<file path="src/rtl/lmeb_pkg.sv">
// Shared types and constants of the list-mode event builder.
// Used by every module under rtl/.
package lmeb_pkg;

	// Field widths
	localparam int STAMP_W  = 48;
	localparam int WINDOW_W = 28;
	localparam int ENERGY_W = 16;
	localparam int TIME_W   = 64;
	localparam int SLOTS    = 8;

	// Default depth of the front-to-back queue
	localparam int QUEUE_DEPTH = 4;

	// Register reset value
	localparam logic [WINDOW_W-1:0] WINDOW_RESET = 28'd90;

	// Word decoding
	localparam logic [31:0] FILL_WORD    = 32'h5e5e5e5e;
	localparam logic [31:0] FILL_ONES    = 32'hffffffff;
	localparam logic [1:0]  TYPE_DATA    = 2'b11;
	localparam logic [31:0] SYNC_MASK    = 32'hc0f00000;
	localparam logic [31:0] SYNC_CODE    = 32'h80400000;
	localparam logic [6:0]  EXCLUDED_CARD = 7'd99;
	localparam logic [31:0] WRAP_LIMIT   = 32'h0000001a;
	localparam logic [2:0]  COARSE_BAD   = 3'd7;

	// Channel idents that are kept
	localparam logic [11:0] ID_SLOW_E0 = 12'd64;
	localparam logic [11:0] ID_SLOW_E1 = 12'd65;
	localparam logic [11:0] ID_FAST_E0 = 12'd72;
	localparam logic [11:0] ID_FAST_E1 = 12'd73;
	localparam logic [11:0] ID_SLOW_T0 = 12'd80;
	localparam logic [11:0] ID_SLOW_T1 = 12'd81;
	localparam logic [11:0] ID_FAST_T0 = 12'd88;
	localparam logic [11:0] ID_FAST_T1 = 12'd89;

	// Slot codes, same order as hit_mask bits
	localparam logic [2:0] SLOT_SLOW_E0 = 3'd0;
	localparam logic [2:0] SLOT_SLOW_E1 = 3'd1;
	localparam logic [2:0] SLOT_FAST_E0 = 3'd2;
	localparam logic [2:0] SLOT_FAST_E1 = 3'd3;
	localparam logic [2:0] SLOT_SLOW_T0 = 3'd4;
	localparam logic [2:0] SLOT_SLOW_T1 = 3'd5;
	localparam logic [2:0] SLOT_FAST_T0 = 3'd6;
	localparam logic [2:0] SLOT_FAST_T1 = 3'd7;

	// One classified data word, front to back
	typedef struct packed {
		logic                close;  // emit open event before the hit
		logic                hit;    // store value into slot
		logic [2:0]          slot;
		logic [15:0]         value;
		logic [STAMP_W-1:0]  stamp;
	} lmeb_op_t;

endpackage

</file>
<file path="src/rtl/lmeb_in_if.sv">
// Input word channel: valid/ready plus the two 32-bit list-mode halves.
// Depends on nothing.
interface lmeb_in_if;
	logic        valid;
	logic        ready;
	logic [31:0] ts_low;
	logic [31:0] tagged_word;

	modport source (output valid, ts_low, tagged_word, input ready);
	modport sink (input valid, ts_low, tagged_word, output ready);
endinterface

</file>
<file path="src/rtl/lmeb_out_if.sv">
// Event channel: valid/ready plus the eight slot fields and the hit mask.
// Depends on nothing.
interface lmeb_out_if;
	logic        valid;
	logic        ready;
	logic [15:0] slow_energy_0;
	logic [15:0] slow_energy_1;
	logic [15:0] fast_energy_0;
	logic [15:0] fast_energy_1;
	logic [63:0] slow_time_0;
	logic [63:0] slow_time_1;
	logic [63:0] fast_time_0;
	logic [63:0] fast_time_1;
	logic [7:0]  hit_mask;

	modport source (output valid, slow_energy_0, slow_energy_1, fast_energy_0,
		fast_energy_1, slow_time_0, slow_time_1, fast_time_0, fast_time_1,
		hit_mask, input ready);
	modport sink (input valid, slow_energy_0, slow_energy_1, fast_energy_0,
		fast_energy_1, slow_time_0, slow_time_1, fast_time_0, fast_time_1,
		hit_mask, output ready);
endinterface

</file>
<file path="src/rtl/lmeb_cfg_if.sv">
// Configuration write channel for the event window register.
// Depends on nothing.
interface lmeb_cfg_if;
	logic        valid;
	logic        ready;
	logic [27:0] window_ticks;

	modport source (output valid, window_ticks, input ready);
	modport sink (input valid, window_ticks, output ready);
endinterface

</file>
<file path="src/rtl/lmeb_front.sv">
// Front end: accepts words, drops filler, tracks the timestamp and decides
// event closes. Depends on lmeb_pkg, lmeb_in_if and lmeb_cfg_if.
module lmeb_front import lmeb_pkg::*; (
	input  logic     clk,
	input  logic     arst_n,
	lmeb_in_if.sink  words,
	lmeb_cfg_if.sink cfg,
	output logic     push,
	output lmeb_op_t push_op,
	input  logic     q_full
);

	logic [STAMP_W-1:0]  stamp_q;
	logic [STAMP_W-1:0]  prev_stamp_q;
	logic                wrap_done_q;
	logic [WINDOW_W-1:0] window_q;

	logic [31:0]        low;
	logic [31:0]        word;
	logic               accept;
	logic               filler;
	logic               is_data;
	logic               is_sync;
	logic [11:0]        ident;
	logic [15:0]        value;
	logic [19:0]        upper;
	logic               wrap;
	logic [STAMP_W-1:0] data_stamp;
	logic [STAMP_W-1:0] sync_stamp;
	logic [STAMP_W:0]   diff;
	logic               close;
	logic               hit;
	logic [2:0]         slot;

	assign low    = words.ts_low;
	assign word   = words.tagged_word;
	assign ident  = word[27:16];
	assign value  = word[15:0];

	assign words.ready = !q_full;
	assign accept      = words.valid && words.ready;
	assign cfg.ready   = 1'b1;

	// Classification
	assign filler = (low == 32'd0 && word == 32'd0) ||
		(low == FILL_WORD && (word == FILL_WORD || word == FILL_ONES));
	assign is_data = !filler && word[31:30] == TYPE_DATA && ident[11:5] != EXCLUDED_CARD;
	assign is_sync = !filler && (word & SYNC_MASK) == SYNC_CODE;

	// Timestamp rebuild with one-time wrap correction
	assign upper      = stamp_q[47:28] | {16'd0, low[31:28]};
	assign wrap       = low <= WRAP_LIMIT && !wrap_done_q;
	assign data_stamp = {upper + {19'd0, wrap}, low[27:0]};
	assign sync_stamp = {word[19:0] | {16'd0, low[31:28]}, low[27:0]};

	// Gap test; a borrow means the stamp went backward
	assign diff  = {1'b0, data_stamp} - {1'b0, prev_stamp_q};
	assign close = !diff[STAMP_W] && diff[STAMP_W-1:0] >= {20'd0, window_q};

	// Ident to slot decoder
	always_comb begin
		hit  = 1'b1;
		slot = SLOT_SLOW_E0;
		unique case (ident)
			ID_SLOW_E0: slot = SLOT_SLOW_E0;
			ID_SLOW_E1: slot = SLOT_SLOW_E1;
			ID_FAST_E0: slot = SLOT_FAST_E0;
			ID_FAST_E1: slot = SLOT_FAST_E1;
			ID_SLOW_T0: slot = SLOT_SLOW_T0;
			ID_SLOW_T1: slot = SLOT_SLOW_T1;
			ID_FAST_T0: begin
				slot = SLOT_FAST_T0;
				hit  = value[15:13] != COARSE_BAD;
			end
			ID_FAST_T1: begin
				slot = SLOT_FAST_T1;
				hit  = value[15:13] != COARSE_BAD;
			end
			default: hit = 1'b0;
		endcase
	end

	// Only words that close an event or store a hit go to the back end
	assign push          = accept && is_data && (close || hit);
	assign push_op.close = close;
	assign push_op.hit   = hit;
	assign push_op.slot  = slot;
	assign push_op.value = value;
	assign push_op.stamp = data_stamp;

	// Timestamp state
	always_ff @(posedge clk or negedge arst_n) begin
		if (!arst_n) begin
			stamp_q      <= '0;
			prev_stamp_q <= '0;
			wrap_done_q  <= 1'b0;
		end else if (accept && is_data) begin
			stamp_q      <= data_stamp;
			prev_stamp_q <= data_stamp;
			if (wrap)
				wrap_done_q <= 1'b1;
		end else if (accept && is_sync) begin
			stamp_q     <= sync_stamp;
			wrap_done_q <= 1'b0;
		end
	end

	// Window register
	always_ff @(posedge clk or negedge arst_n) begin
		if (!arst_n)
			window_q <= WINDOW_RESET;
		else if (cfg.valid && cfg.ready)
			window_q <= cfg.window_ticks;
	end

endmodule

</file>
<file path="src/rtl/lmeb_queue.sv">
// Short FIFO of classified words between front and back end.
// Depends on lmeb_pkg.
module lmeb_queue import lmeb_pkg::*; #(
	parameter int DEPTH = QUEUE_DEPTH
) (
	input  logic     clk,
	input  logic     arst_n,
	input  logic     push,
	input  lmeb_op_t push_op,
	output logic     full,
	input  logic     pop,
	output logic     head_valid,
	output lmeb_op_t head_op
);

	localparam int PW = (DEPTH > 1) ? $clog2(DEPTH) : 1;
	localparam int CW = $clog2(DEPTH + 1);

	lmeb_op_t        mem_q [DEPTH];
	logic [PW-1:0]   wr_ptr_q;
	logic [PW-1:0]   rd_ptr_q;
	logic [CW-1:0]   count_q;

	assign full       = count_q == CW'(DEPTH);
	assign head_valid = count_q != '0;
	assign head_op    = mem_q[rd_ptr_q];

	// Storage
	always_ff @(posedge clk) begin
		if (push)
			mem_q[wr_ptr_q] <= push_op;
	end

	// Pointers and fill count
	always_ff @(posedge clk or negedge arst_n) begin
		if (!arst_n) begin
			wr_ptr_q <= '0;
			rd_ptr_q <= '0;
			count_q  <= '0;
		end else begin
			if (push)
				wr_ptr_q <= (wr_ptr_q == PW'(DEPTH - 1)) ? '0 : wr_ptr_q + 1'b1;
			if (pop)
				rd_ptr_q <= (rd_ptr_q == PW'(DEPTH - 1)) ? '0 : rd_ptr_q + 1'b1;
			if (push && !pop)
				count_q <= count_q + 1'b1;
			else if (pop && !push)
				count_q <= count_q - 1'b1;
		end
	end

endmodule

</file>
<file path="src/rtl/lmeb_back.sv">
// Back end: holds the open event's slots, emits events into an output
// register and stores first hits. Depends on lmeb_pkg and lmeb_out_if.
module lmeb_back import lmeb_pkg::*; (
	input  logic       clk,
	input  logic       arst_n,
	input  logic       head_valid,
	input  lmeb_op_t   head_op,
	output logic       pop,
	lmeb_out_if.source events
);

	logic [ENERGY_W-1:0] energy_q [4];
	logic [TIME_W-1:0]   time_q [4];
	logic [SLOTS-1:0]    filled_q;

	logic                out_valid_q;
	logic [ENERGY_W-1:0] out_energy_q [4];
	logic [TIME_W-1:0]   out_time_q [4];
	logic [SLOTS-1:0]    out_mask_q;

	logic                out_free;
	logic [SLOTS-1:0]    base_filled;
	logic [SLOTS-1:0]    slot_bit;
	logic                write_hit;
	logic [50:0]         stamp_x5;
	logic [50:0]         coarse_sum;
	logic [TIME_W-1:0]   hit_time;

	// A close needs the output register; other words never wait
	assign out_free = !out_valid_q || events.ready;
	assign pop      = head_valid && (!head_op.close || out_free);

	assign base_filled = head_op.close ? '0 : filled_q;
	assign slot_bit    = SLOTS'(1) << head_op.slot;
	assign write_hit   = pop && head_op.hit && !base_filled[head_op.slot];

	// stamp*40960 + coarse*8192 + fine = ((stamp*5 + coarse) << 13) | fine
	assign stamp_x5   = {1'b0, head_op.stamp, 2'b00} + {3'b000, head_op.stamp};
	assign coarse_sum = stamp_x5 + {48'd0, head_op.value[15:13]};
	assign hit_time   = {coarse_sum, head_op.value[12:0]};

	// Open event slots: a close clears them, the word's own hit starts the next event
	always_ff @(posedge clk or negedge arst_n) begin
		if (!arst_n) begin
			filled_q <= '0;
			for (int k = 0; k < 4; k++) begin
				energy_q[k] <= '0;
				time_q[k]   <= '0;
			end
		end else if (pop) begin
			filled_q <= base_filled | (write_hit ? slot_bit : '0);
			for (int k = 0; k < 4; k++) begin
				if (write_hit && !head_op.slot[2] && head_op.slot[1:0] == 2'(k))
					energy_q[k] <= head_op.value;
				else if (head_op.close)
					energy_q[k] <= '0;
				if (write_hit && head_op.slot[2] && head_op.slot[1:0] == 2'(k))
					time_q[k] <= hit_time;
				else if (head_op.close)
					time_q[k] <= '0;
			end
		end
	end

	// Output register valid
	always_ff @(posedge clk or negedge arst_n) begin
		if (!arst_n)
			out_valid_q <= 1'b0;
		else if (pop && head_op.close)
			out_valid_q <= 1'b1;
		else if (events.ready)
			out_valid_q <= 1'b0;
	end

	// Output register payload
	always_ff @(posedge clk) begin
		if (pop && head_op.close) begin
			out_mask_q <= filled_q;
			for (int k = 0; k < 4; k++) begin
				out_energy_q[k] <= energy_q[k];
				out_time_q[k]   <= time_q[k];
			end
		end
	end

	assign events.valid         = out_valid_q;
	assign events.slow_energy_0 = out_energy_q[0];
	assign events.slow_energy_1 = out_energy_q[1];
	assign events.fast_energy_0 = out_energy_q[2];
	assign events.fast_energy_1 = out_energy_q[3];
	assign events.slow_time_0   = out_time_q[0];
	assign events.slow_time_1   = out_time_q[1];
	assign events.fast_time_0   = out_time_q[2];
	assign events.fast_time_1   = out_time_q[3];
	assign events.hit_mask      = out_mask_q;

endmodule

</file>
<file path="src/rtl/list_mode_event_builder.sv">
// List-mode event builder, top level.
// Channels: words (ts_low + tagged_word in, valid/ready), events (eight slot
// fields + hit_mask out, valid/ready), cfg (window_ticks write, always ready).
// Throughput: one word per cycle while the queue is not full; filler, sync and untracked words
// that close nothing are consumed in the front end and never reach the back end.
// Event path: the word that closes an event is written into the queue when it is
// accepted; at the queue head with the output register free, it loads the event there.
// The closing word's own hit starts the next event.
// The rate is set by the front end's combinational stamp rebuild and gap compare,
// and by the back end retiring one queued word per cycle unless a close is stalled.
// Stall: while the output register holds an event and events.ready is low, a
// closing word waits at the head; DEPTH entries then fill before words.ready drops.
// Reset: window_ticks returns to 90; stamp, previous stamp, wrap flag and
// all slots clear; queue and output register empty.
// Depends on lmeb_pkg, the three channel interfaces and the lmeb_* modules.
module list_mode_event_builder import lmeb_pkg::*; #(
	parameter int DEPTH = QUEUE_DEPTH
) (
	input  logic       clk,
	input  logic       arst_n,
	lmeb_in_if.sink    words,
	lmeb_out_if.source events,
	lmeb_cfg_if.sink   cfg
);

	logic     push;
	lmeb_op_t push_op;
	logic     q_full;
	logic     pop;
	logic     head_valid;
	lmeb_op_t head_op;

	// Classify and time-stamp
	lmeb_front u_front (
		.clk     (clk),
		.arst_n  (arst_n),
		.words   (words),
		.cfg     (cfg),
		.push    (push),
		.push_op (push_op),
		.q_full  (q_full)
	);

	// Decoupling queue
	lmeb_queue #(
		.DEPTH (DEPTH)
	) u_queue (
		.clk        (clk),
		.arst_n     (arst_n),
		.push       (push),
		.push_op    (push_op),
		.full       (q_full),
		.pop        (pop),
		.head_valid (head_valid),
		.head_op    (head_op)
	);

	// Slot store and event output
	lmeb_back u_back (
		.clk        (clk),
		.arst_n     (arst_n),
		.head_valid (head_valid),
		.head_op    (head_op),
		.pop        (pop),
		.events     (events)
	);

endmodule
</file>
<file path="src/flat_wrapper.sv">
// flat-port wrapper written by rule: the top's interface ports become plain ports
module list_mode_event_builder_flat import lmeb_pkg::*;
#(
	parameter int DEPTH = QUEUE_DEPTH
)
  (clk, arst_n, words_valid, words_ts_low, words_tagged_word, words_ready, events_valid, events_slow_energy_0, events_slow_energy_1, events_fast_energy_0, events_fast_energy_1, events_slow_time_0, events_slow_time_1, events_fast_time_0, events_fast_time_1, events_hit_mask, events_ready, cfg_valid, cfg_window_ticks, cfg_ready);
  lmeb_in_if words_i ();
  lmeb_out_if events_i ();
  lmeb_cfg_if cfg_i ();
  input  logic clk;
  input  logic arst_n;
  input wire logic [$bits(words_i.valid)-1:0] words_valid;
  input wire logic [$bits(words_i.ts_low)-1:0] words_ts_low;
  input wire logic [$bits(words_i.tagged_word)-1:0] words_tagged_word;
  output wire logic [$bits(words_i.ready)-1:0] words_ready;
  output wire logic [$bits(events_i.valid)-1:0] events_valid;
  output wire logic [$bits(events_i.slow_energy_0)-1:0] events_slow_energy_0;
  output wire logic [$bits(events_i.slow_energy_1)-1:0] events_slow_energy_1;
  output wire logic [$bits(events_i.fast_energy_0)-1:0] events_fast_energy_0;
  output wire logic [$bits(events_i.fast_energy_1)-1:0] events_fast_energy_1;
  output wire logic [$bits(events_i.slow_time_0)-1:0] events_slow_time_0;
  output wire logic [$bits(events_i.slow_time_1)-1:0] events_slow_time_1;
  output wire logic [$bits(events_i.fast_time_0)-1:0] events_fast_time_0;
  output wire logic [$bits(events_i.fast_time_1)-1:0] events_fast_time_1;
  output wire logic [$bits(events_i.hit_mask)-1:0] events_hit_mask;
  input wire logic [$bits(events_i.ready)-1:0] events_ready;
  input wire logic [$bits(cfg_i.valid)-1:0] cfg_valid;
  input wire logic [$bits(cfg_i.window_ticks)-1:0] cfg_window_ticks;
  output wire logic [$bits(cfg_i.ready)-1:0] cfg_ready;
  assign words_i.valid = words_valid;
  assign words_i.ts_low = words_ts_low;
  assign words_i.tagged_word = words_tagged_word;
  assign words_ready = words_i.ready;
  assign events_valid = events_i.valid;
  assign events_slow_energy_0 = events_i.slow_energy_0;
  assign events_slow_energy_1 = events_i.slow_energy_1;
  assign events_fast_energy_0 = events_i.fast_energy_0;
  assign events_fast_energy_1 = events_i.fast_energy_1;
  assign events_slow_time_0 = events_i.slow_time_0;
  assign events_slow_time_1 = events_i.slow_time_1;
  assign events_fast_time_0 = events_i.fast_time_0;
  assign events_fast_time_1 = events_i.fast_time_1;
  assign events_hit_mask = events_i.hit_mask;
  assign events_i.ready = events_ready;
  assign cfg_i.valid = cfg_valid;
  assign cfg_i.window_ticks = cfg_window_ticks;
  assign cfg_ready = cfg_i.ready;
  list_mode_event_builder #(.DEPTH(DEPTH)) u_core (.clk(clk), .arst_n(arst_n), .words(words_i), .events(events_i), .cfg(cfg_i));
endmodule
</file>
<file path="config.mk">
export PLATFORM = sky130hd
export DESIGN_NAME = list_mode_event_builder_flat
export DESIGN_NICKNAME = d
export VERILOG_FILES = /design/src/rtl/lmeb_pkg.sv /design/src/rtl/lmeb_in_if.sv /design/src/rtl/lmeb_out_if.sv /design/src/rtl/lmeb_cfg_if.sv /design/src/rtl/lmeb_front.sv /design/src/rtl/lmeb_queue.sv /design/src/rtl/lmeb_back.sv /design/src/rtl/list_mode_event_builder.sv /design/src/flat_wrapper.sv
export SDC_FILE = /design/constraint.sdc
export NUM_CORES = 1
export LEC_CHECK = 0
export ABC_AREA = 1
export BUFFER_PORTS_ARGS = -buffer_cell sky130_fd_sc_hd__clkbuf_2
export CAP_MARGIN = 25
export CORE_AREA = 5 5 320 354
export CTS_CLUSTER_DIAMETER = 40
export DETAILED_ROUTE_END_ITERATION = 8
export DIE_AREA = 0 0 325 359
export SETUP_SLACK_MARGIN = 0.5
export SYNTH_ARGS = -nofsm -noshare
export SYNTH_HDL_FRONTEND = slang
export SYNTH_HIERARCHICAL = 1
export SYNTH_SLANG_ARGS = --single-unit
</file>
<file path="constraint.sdc">
create_clock -name clk -period 18.9 [get_ports clk]
set_clock_uncertainty 0.2 [all_clocks]
set_input_delay 4.725 -clock clk [delete_from_list [all_inputs] [get_ports clk]]
set_output_delay 4.725 -clock clk [all_outputs]
set_load 0.01 [all_outputs]
</file>
==> results of run 1 <==
-- cells in the final DEF, fill, tap and decap left out, drive strengths merged, types with 4 or more instances in the layout --
master    Yosys  final
o21bai       13     13
nand2      1488   1488
clkinvlp      0      4
a211oi        4      4
nor2        239    239
bufinv        0     20
clkbuf       57    588
xor2         50     50
o211ai      138    138
inv         749    768
nand4        45     45
dfrtp       429    429
buf         154     35
clkinv        1     36
nor4         12     12
fa            4      4
edfxtp      604    604
a21oi        88     88
ha          179    179
nand3b       13     13
nand3       567    567
or2          13     13
xnor2        10     10
o21ai       212    212
nor3         33     33
dfstp         4      4
-- routing by layer --
metal  track usage [%]  part of all wire (%)  routed length [um]  up-vias
met5                 0                0.0089                  13        -
met4              9.69                   3.9                5720        2
met3              3.92                   5.7                8330      260
met2              41.0                    48               70000     1236
met1              33.5                    43               62800    17600
li1                  -                     -                   -    17578
-- final timing paths --
path | start | end | slack (ns) | depth (start not counted)
max in group asynchronous | arst_n | u_core/u_back/time_q[246] | 11.61 | 4
worst max-delay path | words_ts_low[11] | u_core/u_queue/mem_q[2][25] | 7.46 | 36
worst min-delay path | u_core/u_back/time_q[86] | u_core/u_back/out_time_q[2][22] | 0.23 | 0
min in group asynchronous | arst_n | u_core/u_front/window_q[2] | 3.78 | 1
worst max register to register | u_core/u_front/wrap_done_q | u_core/u_queue/mem_q[2][25] | 11.50 | 33
worst min register to register | u_core/u_back/time_q[86] | u_core/u_back/out_time_q[2][22] | 0.23 | 0
-- cell type report --
type,count,area share [%]
clock buffer,163,6.22
sequential,1037,51.2
multi-input combinational,3127,28.0
clock inverter,78,2.08
tap,1430,3.16
timing repair buffer,460,4.33
antenna,1,0.00442
inverter,750,5.00
-- cells by family after synthesis --
kind of cell | after synthesis | share of synthesized area [%]
AOI/OAI and AO/OA | 465 | 5.62
xor gates and xnor gates | 60 | 1.11
adders and majority gates | 183 | 4.75
buffers and inverters | 961 | 8.16
DFF | 1037 | 59.4
muxes | 1 | 0.0231
other | 1 | 0.00769
and+or+nand+nor | 2417 | 20.9
-- per-stage QoR --
stage,hold slack [ns],instances,utilization (%)
3_3_place_gp,0.230,6801,47.3
5_1_grt,0.238,7045,51.7
4_1_cts,0.226,7043,51.6
6_report,0.226,7046,51.7
3_5_place_dp,0.231,6802,47.4
2_1_floorplan,0.225,5125,-
-- sequential cells by signal, indices dropped and copies added (netlist names) --
register and count:
u_core/u_queue/rd_ptr_q 2, u_core/u_back/out_time_q 256, u_core/u_back/energy_q 64, u_core/u_back/time_q 256
u_core/u_front/prev_stamp_q 48, u_core/u_back/filled_q 8, u_core/u_front/window_q 28, u_core/u_front/wrap_done_q 1
u_core/u_queue/count_q 3, u_core/u_back/events.valid 1, u_core/u_front/stamp_q 20, u_core/u_back/events.hit_mask 8
u_core/u_back/out_energy_q 64, u_core/u_queue/mem_q 276, u_core/u_queue/wr_ptr_q 2
-- worst max-delay path, delay by kind of cell --
family | cells | cell delay (ns)
buf+inv | 6 | 1.80
simple gates | 26 | 3.82
fa+ha+maj | 3 | 0.73
compound gates | 1 | 0.51
==> metrics.md, run 1 <==
| Metric | Value |
|---|---|
| Core area | 110,000 um2 |
| Number of CTS-inserted buffers | between 100 and 150 |
| Number of remaining DRC errors | 0 |
| Layout area overhead | 16.1% |
| IO Pins | 428 |
| TritonCTS clock tree | yes |
| Synth Register Bits | ~1,000 |
| Syn_area_per_cell | 9.52 um2 |
| Max-cap violations | 0 |
| Area used by multi-input combinational logic | 15,900 um2 |
| HP Class | reg2reg |
| Clock period minus final worst setup slack | roughly 11 ns |
| Syn Std Cell Area | 48,800 um2 |
| Arr. time, crit path | 11.62 ns |
| RSZ-0062 raised after global routing | no |
| Yosys top cell area share | 37.2% |
| Hold Fails Final Rpt | 0 |
| # hold bufs at CTS | 0 |
| Final Wtd Congestion | between 0.9 and 1 |
| CP startpoint kind | input pin |
| Crit end category | register |
| Sequential fraction of the synthesis area | between 50% and 60% |
| Gate Count Post-Synth | 5,125 |
| Die area | 117,000 um2 |
| # port buffers | 426 |
| Slowest CP cell | inv_2 |
| Fmax | 87.4 MHz |
| Register area | a little under 30,000 um2 |
| First-pass GRT wire length | ~220 mm |
| Worst-margin pin slew | 1.09 ns |
| Final wirelength | 147 mm |
| Final Cell Area | between 50,000 and 60,000 um2 |
| CTS root buffer | clkbuf_16 |
| Die H | 359 um |
| Starting Density | 44.5% |
| TNS Setup | 0 ns |
| Area contributors post-synth | edfxtp_1 (37%), dfrtp_1 (22%), nand2_1 (11%) |
| Main synth FF type | edfxtp_1 |
| Largest net degree at the start of global routing | 128 |
| # H-tree levels | 4 |
| Count of cell types in the netlist | 57 |
| Number of synthesized flops with an enable pin | 604 |
| Antenna Nets Post-Route | 0 |
| Yosys Warn Count | 6 |
| Fin worst setup slack | 7.46 ns |
| Area leader, netlist | edfxtp_1 |
| Required time of the critical path | 19.07 ns |
| Clock sink count | slightly above 1,000 |
| # Post-CTS Setup Buffers | 0 |
| Initial DRC Count | 3,185 |
| Post-synth ARST share | 41.8% |
| Chip Width | roughly 330 um |
| Slew HR | 27.2% |
| Most instantiated library cell after synthesis | nand2_1 |
| Drt wl/cell | 20.8 um |
| Commonest cells in the netlist | nand2_1 (1,478), inv_1 (741), edfxtp_1 (604) |
| DP HPWL | about 110 mm |
| Number of fill cells | 10,166 |
| Worst Path Max Fanout | 36 |
| Most used cell, CP | nand2_1 |
| Placed cell area | a little over 50,000 um2 |
| Largest stage delay, worst path | 0.69 ns |
| Period utilization | 60.5% |
| Pre-CTS setup slack | ~6.6 ns |
| Drt pass-1 iters | 6 |
| Rows | between 100 and 150 |
| Layout cell share with drive strength beyond 1 | 13.2% |
| Total grt overflow | 0 |
| Longest Clk Path Bufs | 3 |
| Status | finished, final reports clean |
| Routed vias | about 37,000 |
| Critical path type | in2reg |
| Slew Limit Fails | 0 |
| Syn nets | 5,405 |
| Finish-stage setup viols | 0 |
| GRT Total Usage | 24.9% |
| Antenna violations before repair | 3 |
| Worst-Skew Late Latency | between 0.7 and 0.8 ns |
| # resized after CTS | 0 |
| Fin nets | 5,786 |
| Worst-path clk slew | 0.06 ns |
| Number of global-route vias before repair | 35,631 |
| DR vias/cell | around 5.2 |
Power of run 1 is left out: the tool's default activity adds up to more than one toggle a clock period on the data nets, which glitch-free logic cannot reach.
==> run 2: changes to the inputs <==
==> constraint.sdc (replaced) <==
create_clock -name clk -period 10.8 [get_ports clk]
set_clock_uncertainty 0.2 [all_clocks]
set_input_delay 2.7 -clock clk [delete_from_list [all_inputs] [get_ports clk]]
set_output_delay 2.7 -clock clk [all_outputs]
set_load 0.01 [all_outputs]
==> metrics.md, run 2 (synthesis gave the netlist of run 1 again) <==
| Metric | Value |
|---|---|
| Status | finished, final reports clean |
| Antenna violations before repair | 2 (-1) |
| # resized after CTS | 0 (unchanged) |
| Layout cell share with drive strength beyond 1 | 13.1% (-0.066 points) |
| DP HPWL | 108 mm (+0.26%) |
| CP startpoint kind | input pin |
| Worst-Skew Late Latency | 0.73 ns (-0.04 ns) |
| # hold bufs at CTS | 0 (unchanged) |
| Layout area overhead | 15.3% |
| Routed vias | 36,273 (-1.1%) |
| Most common cell after layout, fill and taps aside | nand2_1 |
| Rows | 128 (unchanged) |
| Initial DRC Count | 3,183 (-0.063%) |
| Crit path buf inv count | 6 (unchanged) |
| Largest net degree at the start of global routing | 176 (+38%) |
| Placed cell area | 51,900 um2 (+0.10%) |
| Period utilization | 83.6% |
| Clock period minus final worst setup slack | around 9.0 ns |
| Hold path start | u_core/u_back/time_q[43] |
| Die area | 117,000 um2 (unchanged) |
| Slowest CP cell | a21oi_1 |
| Hold WS | 0.216 ns (-0.0103 ns) |
| Worst setup path start | words_ts_low[11] |
| Finish-stage setup viols | 0 (unchanged) |
| Final wirelength | 146 mm (-0.24%) |
| Max reg flops | 276 (unchanged) |
| Clock sink count | 1,037 (unchanged) |
| R2r setup slk | 3.99 ns (-7.51 ns) |
| Critical path type | in2reg |
| HP Class | reg2reg |
| Max-cap violations | 0 (unchanged) |
| Die H | 359 um (unchanged) |
| Worst-margin pin slew | 1.03 ns (-0.0604 ns) |
| Most frequent cells in the layout | nand2_1 (1,477), inv_1 (736), edfxtp_1 (604) |
| Biggest registers after layout | u_core/u_queue/mem_q: 276 flops, u_core/u_back/out_time_q: 256 flops, u_core/u_back/time_q: 256 flops |
| Arr. time, crit path | 9.16 ns (-2.46 ns) |
| First-pass GRT wire length | 223 mm (+0.24%) |
| Fmax | 111 MHz |
| Required time of the critical path | 10.93 ns (-8.14 ns) |
| Hold Fails Final Rpt | 0 (unchanged) |
| Number of CTS-inserted buffers | 121 (-6.9%) |
| Number of global-route vias before repair | 35,272 (-1.0%) |
| GRT Total Usage | 24.7% (-0.18 points) |
| Starting Density | 44.5% (unchanged) |
| RR Startpoint | u_core/u_front/wrap_done_q |
| # port buffers | 426 (unchanged) |
| TritonCTS clock tree | yes |
| Final Wtd Congestion | 0.984 (+1.1%) |
| Drt pass-1 iters | 6 (unchanged) |
| CTS root buffer | clkbuf_16 |
| Levels on crit path | 36 (unchanged) |
| Worst r2r dst | u_core/u_queue/mem_q[1][23] |
| Fin nets | 5,777 (-0.16%) |
| Antenna Nets Post-Route | 0 (unchanged) |
| Largest Register | u_core/u_queue/mem_q |
| Crit end category | register |
| Worst Path Max Fanout | 53 (+47%) |
| Drt wl/cell | 20.8 um (about the same) |
| # H-tree levels | 3 (-1) |
| Antenna cells | 0 (-1) |
| DR vias/cell | 5.16 (-0.94%) |
| Most used cell, CP | nand2_1 |
| Crit path to | u_core/u_queue/mem_q[1][23] |
| Largest stage delay, worst path | 0.54 ns (-0.15 ns) |
| TNS Setup | 0 ns (unchanged) |
| Worst-path clk slew | 0.06 ns (about the same) |
| Chip Width | 325 um (unchanged) |
| Delay-heaviest family, CP | simple AND/OR/NAND/NOR gates |
| Longest Clk Path Bufs | 3 (unchanged) |
| Final Cell Area | 56,200 um2 (-0.66%) |
| IO Pins | 428 (unchanged) |
| Core area | 110,000 um2 (unchanged) |
| Slew HR | 31.3% (+4.0 points) |
| Total grt overflow | 0 (unchanged) |
| Slew Limit Fails | 0 (unchanged) |
| # Post-CTS Setup Buffers | 0 (unchanged) |
| Number of remaining DRC errors | 0 (unchanged) |
| RSZ-0062 raised after global routing | no |
| R2r worst-path depth | 33 (unchanged) |
==> run 2: cell count changes in the layout (fill, tap and decap cells not counted), moves of 3 or more <==
cell        previous run  this run
buf_12                 1         5
clkbuf_16            132       125
bufinv_16             20        12
inv_6                 12        16
clkbuf_1              21        17
clkinv_4               8         5
clkinvlp_4             4        10
==> run 2: worst min path at each step <==
stage,end,slack (ns),depth (start not counted)
floorplan,u_core/u_back/events.hit_mask[3],0.22,0
finish,u_core/u_back/out_time_q[3][43],0.22,0
detailed placement,u_core/u_back/out_energy_q[1][15],0.23,0
global placement,u_core/u_back/out_time_q[0][33],0.23,0
global route,u_core/u_back/out_time_q[3][43],0.22,0
CTS,u_core/u_back/out_time_q[3][43],0.20,0
==> run 2: metrics by stage <==
stage / worst slack [ns] / util (%) / cells
after floorplan: 1.88 / - / 5125
after global placement: 1.14 / 47.4 / 6804
after detailed placement: 1.12 / 47.4 / 6804
after CTS: 1.83 / 51.3 / 7035
after global routing: 1.13 / 51.3 / 7035
final: 1.77 / 51.3 / 7035
==> run 2: layer usage <==
metal  vias to the layer above  GRT usage (%)  part of all wire (%)
met1                     17322           33.4                    43
met2                      1168           41.5                    48
met4                         2           8.31                   3.5
met3                       232           3.49                   5.6
met5                         -              0                0.0089
li1                      17549              -                     -
==> run 2: area by class of cell <==
cell class / count / area (um2)
fill: 10209 / 53300
inverter: 750 / 2830
sequential: 1037 / 29000
clock inverter: 79 / 995
timing repair buffer: 460 / 2460
multi-input combinational: 3127 / 15900
clock buffer: 152 / 3330
tap: 1430 / 1790
Power of run 2 is left out for the same reason.
